==> config.mk <==
export PLATFORM = sky130hd
export DESIGN_NAME = cbes_front_flat
export DESIGN_NICKNAME = d
export VERILOG_FILES = /design/src/hdl/cbes_pkg.sv /design/src/hdl/cbes_in_if.sv /design/src/hdl/cbes_front.sv /design/src/flat_wrapper.sv
export SDC_FILE = /design/constraint.sdc
export NUM_CORES = 2
export LEC_CHECK = 0
export ABC_AREA = 1
export BUFFER_PORTS_ARGS = -buffer_cell sky130_fd_sc_hd__buf_4
export CAP_MARGIN = 20
export CORE_MARGIN = 4
export CORE_UTILIZATION = 40
export DETAILED_ROUTE_END_ITERATION = 10
export GPL_TIMING_DRIVEN = 0
export PLACE_DENSITY = 0.63
export SLEW_MARGIN = 5
export SYNTH_ARGS = -nofsm -noshare
export SYNTH_HDL_FRONTEND = slang
export SYNTH_SLANG_ARGS = --single-unit
==> constraint.sdc <==
create_clock -name clk -period 7.85 [get_ports clk]
set_input_delay 1.1775 -clock clk [delete_from_list [all_inputs] [get_ports clk]]
set_output_delay 1.1775 -clock clk [all_outputs]
set_load 0.05 [all_outputs]
==> src/hdl/cbes_pkg.sv <==
// Package: shared types, codes and helpers for the Bezier evaluator.
`default_nettype none
package cbes_pkg;

    localparam int OUT_W    = 40;
    localparam int CMD_W    = 3;
    localparam int NUM_REGS = 8;
    localparam int REG_IDX_W = 3;
    localparam int NUM_TERMS = 4;
    localparam int IDX_W    = 2;

    typedef enum logic [CMD_W-1:0] {
        CMD_POINT       = 3'd0,
        CMD_DERIV1      = 3'd1,
        CMD_DERIV2      = 3'd2,
        CMD_SPLIT_START = 3'd3,
        CMD_SPLIT_END   = 3'd4
    } cmd_t;

    typedef enum logic [1:0] {
        SCALE_1 = 2'd0,
        SCALE_3 = 2'd1,
        SCALE_6 = 2'd2
    } scale_t;

    typedef struct packed {
        logic [IDX_W-1:0] idx;
        logic             last;
    } tag_t;

    typedef struct packed {
        cmd_t             cmd;
        logic [IDX_W-1:0] slot;
        tag_t             tag;
    } ctl_t;

    // Integer weight applied to a floored term (shift-add only)
    function automatic logic signed [OUT_W-1:0] scale_term(
        input logic signed [OUT_W-1:0] v,
        input scale_t                  s
    );
        logic signed [OUT_W-1:0] r;
        begin
            case (s)
                SCALE_3: r = (v <<< 1) + v;
                SCALE_6: r = (v <<< 2) + (v <<< 1);
                default: r = v;
            endcase
            return r;
        end
    endfunction

endpackage
`default_nettype wire

==> src/hdl/cbes_in_if.sv <==
// Interface: request channel carrying command and curve parameter.
`default_nettype none
interface cbes_in_if #(
    parameter int TW = 17
);
    logic                        valid;
    logic                        ready;
    logic [cbes_pkg::CMD_W-1:0]  command;
    logic [TW-1:0]               t_param;

    modport source (output valid, output command, output t_param, input ready);
    modport sink   (input valid, input command, input t_param, output ready);
endinterface
`default_nettype wire

==> src/hdl/cbes_front.sv <==
// Front end: split sequencing and two stages of Bernstein factor products.
`default_nettype none
module cbes_front #(
    parameter int F  = 16,
    parameter int TW = F + 1
) (
    input  wire logic                        clk,
    input  wire logic                        rst_n,
    cbes_in_if.sink                          sample,
    output cbes_pkg::ctl_t                   ctl,
    output logic                             out_valid,
    input  wire logic                        out_ready,
    output logic [TW-1:0]                    f_t,
    output logic [TW-1:0]                    f_u,
    output logic [TW-1:0]                    f_t2,
    output logic [TW-1:0]                    f_u2,
    output logic [TW-1:0]                    f_ut,
    output logic [TW-1:0]                    f_t3,
    output logic [TW-1:0]                    f_u3,
    output logic [TW-1:0]                    f_u2t,
    output logic [TW-1:0]                    f_ut2
);
    localparam logic [TW-1:0] ONE = TW'(1) << F;
    localparam logic [cbes_pkg::IDX_W-1:0] LAST_SLOT = cbes_pkg::IDX_W'(cbes_pkg::NUM_TERMS - 1);

    logic [cbes_pkg::IDX_W-1:0] slot_reg, slot_next;
    logic v1_reg, v2_reg;
    cbes_pkg::ctl_t ctl1_reg, ctl2_reg;
    logic [TW-1:0] t1_reg, u1_reg, t21_reg, u21_reg, ut1_reg;
    logic [TW-1:0] t2s_reg, u2s_reg, t22_reg, u22_reg, ut2s_reg;
    logic [TW-1:0] t3_reg, u3_reg, u2t_reg, ut2_reg;

    cbes_pkg::cmd_t cmd;
    logic known, is_split, s1_free, s2_free, issue;
    logic [TW-1:0] tc, uc;
    logic [2*TW-1:0] p_tt, p_uu, p_ut, p_t3, p_u3, p_u2t, p_ut2;
    cbes_pkg::ctl_t ctl_in;

    // decode and split sequencing
    always_comb
    begin
        cmd      = cbes_pkg::cmd_t'(sample.command);
        known    = (sample.command <= cbes_pkg::CMD_SPLIT_END);
        is_split = (cmd == cbes_pkg::CMD_SPLIT_START) || (cmd == cbes_pkg::CMD_SPLIT_END);
        s2_free  = !v2_reg || out_ready;
        s1_free  = !v1_reg || s2_free;
        issue    = sample.valid && known && s1_free;
        sample.ready = !known || (s1_free && (!is_split || slot_reg == LAST_SLOT));
        slot_next = slot_reg;
        if (issue && is_split)
        begin
            slot_next = slot_reg + 1'b1;
        end
        ctl_in.cmd      = cmd;
        ctl_in.slot     = slot_reg;
        ctl_in.tag.idx  = is_split ? slot_reg : '0;
        ctl_in.tag.last = !is_split || (slot_reg == LAST_SLOT);
    end

    // first-level factors
    always_comb
    begin
        tc   = (sample.t_param > ONE) ? ONE : sample.t_param;
        uc   = ONE - tc;
        p_tt = tc * tc;
        p_uu = uc * uc;
        p_ut = uc * tc;
    end

    // second-level factors
    always_comb
    begin
        p_t3  = t21_reg * t1_reg;
        p_u3  = u21_reg * u1_reg;
        p_u2t = u21_reg * t1_reg;
        p_ut2 = u1_reg * t21_reg;
    end

    // control registers
    always_ff @(posedge clk or negedge rst_n)
    begin
        if (!rst_n)
        begin
            slot_reg <= '0;
            v1_reg   <= 1'b0;
            v2_reg   <= 1'b0;
        end
        else
        begin
            slot_reg <= slot_next;
            if (s1_free)
            begin
                v1_reg <= issue;
            end
            if (s2_free)
            begin
                v2_reg <= v1_reg;
            end
        end
    end

    // payload registers
    always_ff @(posedge clk)
    begin
        if (s1_free)
        begin
            ctl1_reg <= ctl_in;
            t1_reg   <= tc;
            u1_reg   <= uc;
            t21_reg  <= p_tt[F+TW-1:F];
            u21_reg  <= p_uu[F+TW-1:F];
            ut1_reg  <= p_ut[F+TW-1:F];
        end
        if (s2_free)
        begin
            ctl2_reg <= ctl1_reg;
            t2s_reg  <= t1_reg;
            u2s_reg  <= u1_reg;
            t22_reg  <= t21_reg;
            u22_reg  <= u21_reg;
            ut2s_reg <= ut1_reg;
            t3_reg   <= p_t3[F+TW-1:F];
            u3_reg   <= p_u3[F+TW-1:F];
            u2t_reg  <= p_u2t[F+TW-1:F];
            ut2_reg  <= p_ut2[F+TW-1:F];
        end
    end

    assign ctl       = ctl2_reg;
    assign out_valid = v2_reg;
    assign f_t       = t2s_reg;
    assign f_u       = u2s_reg;
    assign f_t2      = t22_reg;
    assign f_u2      = u22_reg;
    assign f_ut      = ut2s_reg;
    assign f_t3      = t3_reg;
    assign f_u3      = u3_reg;
    assign f_u2t     = u2t_reg;
    assign f_ut2     = ut2_reg;
endmodule
`default_nettype wire

==> src/flat_wrapper.sv <==
// flat-port wrapper written by rule: the top's interface ports become plain ports
module cbes_front_flat 
#(
    parameter int F  = 16,
    parameter int TW = F + 1
)
  (clk, rst_n, ctl, out_valid, out_ready, f_t, f_u, f_t2, f_u2, f_ut, f_t3, f_u3, f_u2t, f_ut2, sample_valid, sample_command, sample_t_param, sample_ready);
  cbes_in_if #(.TW(TW)) sample_i ();
  input  wire logic clk;
  input  wire logic rst_n;
  output cbes_pkg::ctl_t ctl;
  output logic out_valid;
  input  wire logic out_ready;
  output logic [TW-1:0] f_t;
  output logic [TW-1:0] f_u;
  output logic [TW-1:0] f_t2;
  output logic [TW-1:0] f_u2;
  output logic [TW-1:0] f_ut;
  output logic [TW-1:0] f_t3;
  output logic [TW-1:0] f_u3;
  output logic [TW-1:0] f_u2t;
  output logic [TW-1:0] f_ut2;
  input wire logic [$bits(sample_i.valid)-1:0] sample_valid;
  input wire logic [$bits(sample_i.command)-1:0] sample_command;
  input wire logic [$bits(sample_i.t_param)-1:0] sample_t_param;
  output wire logic [$bits(sample_i.ready)-1:0] sample_ready;
  assign sample_i.valid = sample_valid;
  assign sample_i.command = sample_command;
  assign sample_i.t_param = sample_t_param;
  assign sample_ready = sample_i.ready;
  cbes_front #(.F(F), .TW(TW)) u_core (.clk(clk), .rst_n(rst_n), .sample(sample_i), .ctl(ctl), .out_valid(out_valid), .out_ready(out_ready), .f_t(f_t), .f_u(f_u), .f_t2(f_t2), .f_u2(f_u2), .f_ut(f_ut), .f_t3(f_t3), .f_u3(f_u3), .f_u2t(f_u2t), .f_ut2(f_ut2));
endmodule
# [Yosys cells after proc, flatten, opt, wreduce, memory -nomap -nowiden]
# Index checks and enable logic that the tools add are counted.
[totals] reg_bits=258 in_bits=24 out_inout_bits=163 elab_cells=53
[op_classes] addsub=2 mul=7 order_cmp=2 n_eq_ne=3 muxes=1 reduce_logical=13
[ops] op="17-bit by 17-bit multiplier with 33-bit output" count=7
[ops] op="17-bit > comparator (second input constant)" count=1
[ops] op="17-bit 2-to-1 mux" count=1
[ops] op="17-bit subtractor (first input constant)" count=1
[ops] op="1-bit logical OR" count=5
[ops] op="1-bit logical AND" count=4
[ops] op="1-bit zero test" count=4
[ops] op="3-bit by 2-bit equality test with 1-bit output (second input constant)" count=1
[ops] op="3-bit equality test (second input constant)" count=1
[ops] op="3-bit less-or-equal comparator (second input constant)" count=1
[ops] op="2-bit by 1-bit adder with 2-bit output (second input constant)" count=1
[ops] op="2-bit equality test (second input constant)" count=1

# [Depth between registers and ports, before layout]
[depth] ltp_word=6 ltp_mapped=45

# [Least setup slack after synthesis]
# OpenSTA, ideal clock, no wires.
[synth_timing] path_kind="input to register" from="in sample_t_param[5]" to="reg u_core.ut1_reg[11], data pin" setup_ns=0.252 arrival_time_ns=8.297 required_time_ns=7.598 path_slack_ns=-0.700 stages=41 cell_sequence="buf_2 nor2_2 nand2_1 nor2_1 nand2_2 nand2_4 inv_8 buf_6 nor2_4 inv_2 buf_4 ha_1 nand3_2 inv_2 nand3_4 nor2_4 o21ai_2 nor3_4 [... 5 more ...] fa_1 fa_1 fa_1 inv_1 fa_1 fa_1 inv_1 fa_1 inv_1 ha_1 a21oi_1 o21ai_0 a21oi_1 nor3_1 a2111oi_0 nand2_1 nand2_1 nand2_1"
[synth_between] elab_chain_cells=4
[synth_lines] element="from (decl)" line_no="flat_wrapper.sv:25" text="input wire logic [$bits(sample_i.t_param)-1:0] sample_t_param;"
[synth_lines] element="17-bit > comparator" line_no="cbes_front.sv:63" text="tc = (sample.t_param > ONE) ? ONE : sample.t_param;"
[synth_lines] element="17-bit 2-to-1 mux (*)" line_no="cbes_front.sv:63"
[synth_lines] element="17-bit subtractor (*)" line_no="cbes_front.sv:64" text="uc = ONE - tc;"
[synth_lines] element="named net u_core.uc[16]" line_no="cbes_front.sv:35" text="logic [TW-1:0] tc, uc;"
[synth_lines] element="17-bit by 17-bit multiplier with 33-bit output (*)" line_no="cbes_front.sv:67" text="p_ut = uc * tc;"
[synth_lines] element="named net u_core.p_ut[27]" line_no="cbes_front.sv:36" text="logic [2*TW-1:0] p_tt, p_uu, p_ut, p_t3, p_u3, p_u2t, p_ut2;"
[synth_lines] element="to (signal assigned)" line_no="cbes_front.sv:112" text="ut1_reg <= p_ut[F+TW-1:F];"
[synth_lines] element="to (decl)" line_no="cbes_front.sv:29" text="logic [TW-1:0] t1_reg, u1_reg, t21_reg, u21_reg, ut1_reg;"
# The timed path passes the listed nets; every way through them passes the cells marked *.
# A chain may end at the register's enable or synchronous reset.

# [Final worst setup path]
[layout_timing] from="in sample_t_param[2]" to="reg u_core.u21_reg[16], data pin"
[layout_between] elab_chain_cells=4
[layout_lines] element="17-bit > comparator" line_no="cbes_front.sv:63"
[layout_lines] element="17-bit 2-to-1 mux (*)" line_no="cbes_front.sv:63"
[layout_lines] element="17-bit subtractor (*)" line_no="cbes_front.sv:64"
[layout_lines] element="17-bit by 17-bit multiplier with 33-bit output (*)" line_no="cbes_front.sv:66" text="p_uu = uc * uc;"
[layout_lines] element="named net u_core.p_uu[32]" line_no="cbes_front.sv:36"
[layout_lines] element="to (signal assigned)" line_no="cbes_front.sv:111" text="u21_reg <= p_uu[F+TW-1:F];"
[layout_lines] element="to (decl)" line_no="cbes_front.sv:29"
# Marked as above.

==> results.ini <==
[worst_setup_path]
start_kind=input pin
worstPathMaxFanout=10
crit_top_cell=fa_1
cp_slowest_cell=fa_1
critPathMaxStageDelay_ns=0.55
arrival_ns=8.33
r2r_cells=20
critical_path_class=input pin to register
reg2reg_slack_ns=0.38
crit_path_end_kind=register
cp.required_ns=8.30

[clock_network]
ctsHoldBuffers=0
cts_max_path_buffers=3
cts_tree=yes
path_clk_slew_ns=0.06
numCtsBuffers=35
cts_sinks=256
htreeDepth=2
clock_latency_ns=0.64
cts_root_buffer=clkbuf_16

[final_layout]
syn_to_final_growth_pct=12.3
finalInstanceArea_um2=79200
nFillCells=17000
finalNetCount=10900
multi_input_area_um2=54000
regArea_um2=7670
drive_gt1_share_pct=8.75

[logic_synthesis]
synth_ff_type=edfxtp_1
avgSynthCellArea_um2=8.54
synth_seq_cells=256
ys_types=57
yosys.area.top_type=fa_1
synth_cells=8263
synth_top_area_share_pct=42.1
yosysSeqAreaShare_pct=10.9
yosys-top-cells-count=2345 x inv_1, 1716 x nand2_1, 1483 x fa_1
ys_warn_count=0
synth.most_common_cell=inv_1
synth_area_um2=70600
synth.area.top_cells=fa_1 42%, ha_1 13%, inv_1 12%
synthArstFlopShare_pct=1.56
synth-edff-count=252

[floorplan]
die_x_um=428
core_area_um2=175000
rows=153
dieHeight_um=428
fp.dieArea_um2=183000
pin_count=187
start_util_pct=40.4

[global_route]
grt_max_degree=58
grt_pass1_wl_um=361000
grt_overflow=0
antenna_found_initial=4
track_usage_pct=25.8
first_global_vias=60100

[job]
cap_violations=0

[routing]
dr.pass1.iters=8
post_drt_wl_per_cell_um=21.4
maxUsedRoutingLayer=met5
dr_total_vias=55300
met3RoutedLength_um=16600
drt-total-wl_um=235000
drtIter0Drc=3667
vias_per_cell=5.04
drt-met1-wl_um=90700
ant_nets=0
route.detailed.drc=0
met2RoutedLength_um=111000

[sta]
whs_ns=0.330
tightest_slew_ns=1.13
layout_setup_ws_ns=-0.0318
fmax_mhz=127
setup_violations=4
maxSlewViolCount=0
clock_skew_ns=0.0350
finalHoldViolations=0
rsz0062_at_grt=yes
fin_crit_sh_pct=100
period_minus_slack_ns=7.88
tns_ns=-0.0936
relSlewSlack_pct=24.8

[place]
placed_area_um2=75500
pre_cts_ws_ns=-2.61
port_buffers=183
gp_congestion=0.999
dpl.hpwl_um=199000

[outcome]
status=finished, violations left
violations=negative setup slack

[min_path]
min_path_type=input pin to asynchronous set/reset pin

## cell families after synthesis
group / share of synthesized area [%]
simple gates: 13.4
compound gates: 4.18
xor+xnor: 1.94
fa+ha+maj: 55.0
flops: 10.9
other cells: 0.0106
buf+inv: 14.6
## placed cells by master (no fill, tap or decap), types with 11 or more instances in the layout
cell / count
nand2_1: 1679
nand3_1: 65
a21oi_2: 22
nor3_1: 31
clkbuf_16: 40
ha_1: 689
fa_1: 1473
nand2_2: 34
buf_2: 12
clkbuf_1: 275
nor2_2: 42
inv_2: 46
buf_12: 28
nor2_4: 31
nor2_1: 422
clkinv_2: 12
buf_4: 275
o21ai_2: 11
a31oi_1: 16
inv_1: 2315
a21oi_4: 14
edfxtp_1: 252
a21o_1: 14
o21ai_0: 113
nand4_1: 26
xor2_1: 106
buf_6: 16
xnor2_1: 45
a21oi_1: 217
o21a_1: 22
o21ai_1: 24
conb_1: 26
ha_4: 30
## area by class of cell
type                       count  area share [%]
sequential                   256            9.68
multi-input combinational   5301            68.2
timing repair buffer         300            3.32
clock buffer                  41            1.16
inverter                    2387            11.4
antenna                        6          0.0189
tap                         2325            3.67
clock inverter                22           0.308
buffer                       337            2.21
## worst max-delay path: cells and delay by family
| family | cells | cell delay (ns) |
|---|---|---|
| adders and majority gates | 9 | 3.84 |
| xor gates and xnor gates | 1 | 0.18 |
| buffers and inverters | 13 | 1.20 |
| and+or+nand+nor | 16 | 1.89 |
## path summary, 6_finish.rpt
path / start / end
max in group asynchronous: rst_n / u_core.v1_reg
min in group clk: u_core.ut1_reg[9] / u_core.f_ut[9]
worst max register to register: u_core.u21_reg[16] / u_core.f_u3[16]
worst min-delay path: rst_n / u_core.out_valid
worst max-delay path: sample_t_param[2] / u_core.u21_reg[16]
worst min register to register: u_core.ut1_reg[9] / u_core.f_ut[9]
## routing by layer
metal | GRT usage [%] | up-vias
met4 | 14.7 | 2
met1 | 31.8 | 27700
met3 | 4.20 | 630
met5 | 0 | -
met2 | 43.1 | 2226
li1 | - | 24700
## through the flow
| stage | utilization, % | cells |
|---|---|---|
| after floorplan | - | 8287 |
| after global placement | 43.2 | 10800 |
| after detailed placement | 43.3 | 10800 |
| after CTS | 44.7 | 10900 |
| after global routing | 45.4 | 11000 |
| final | 45.4 | 11000 |
## timing repair
action	4_1_cts	5_1_grt
buffers inserted	52	59
endpoints found under the setup margin	41	44
pin swaps	44	104
gates resized for setup	213	271
Power is not shown: default switching activity piles up to over one toggle a cycle in this logic, so the estimate is an artifact.
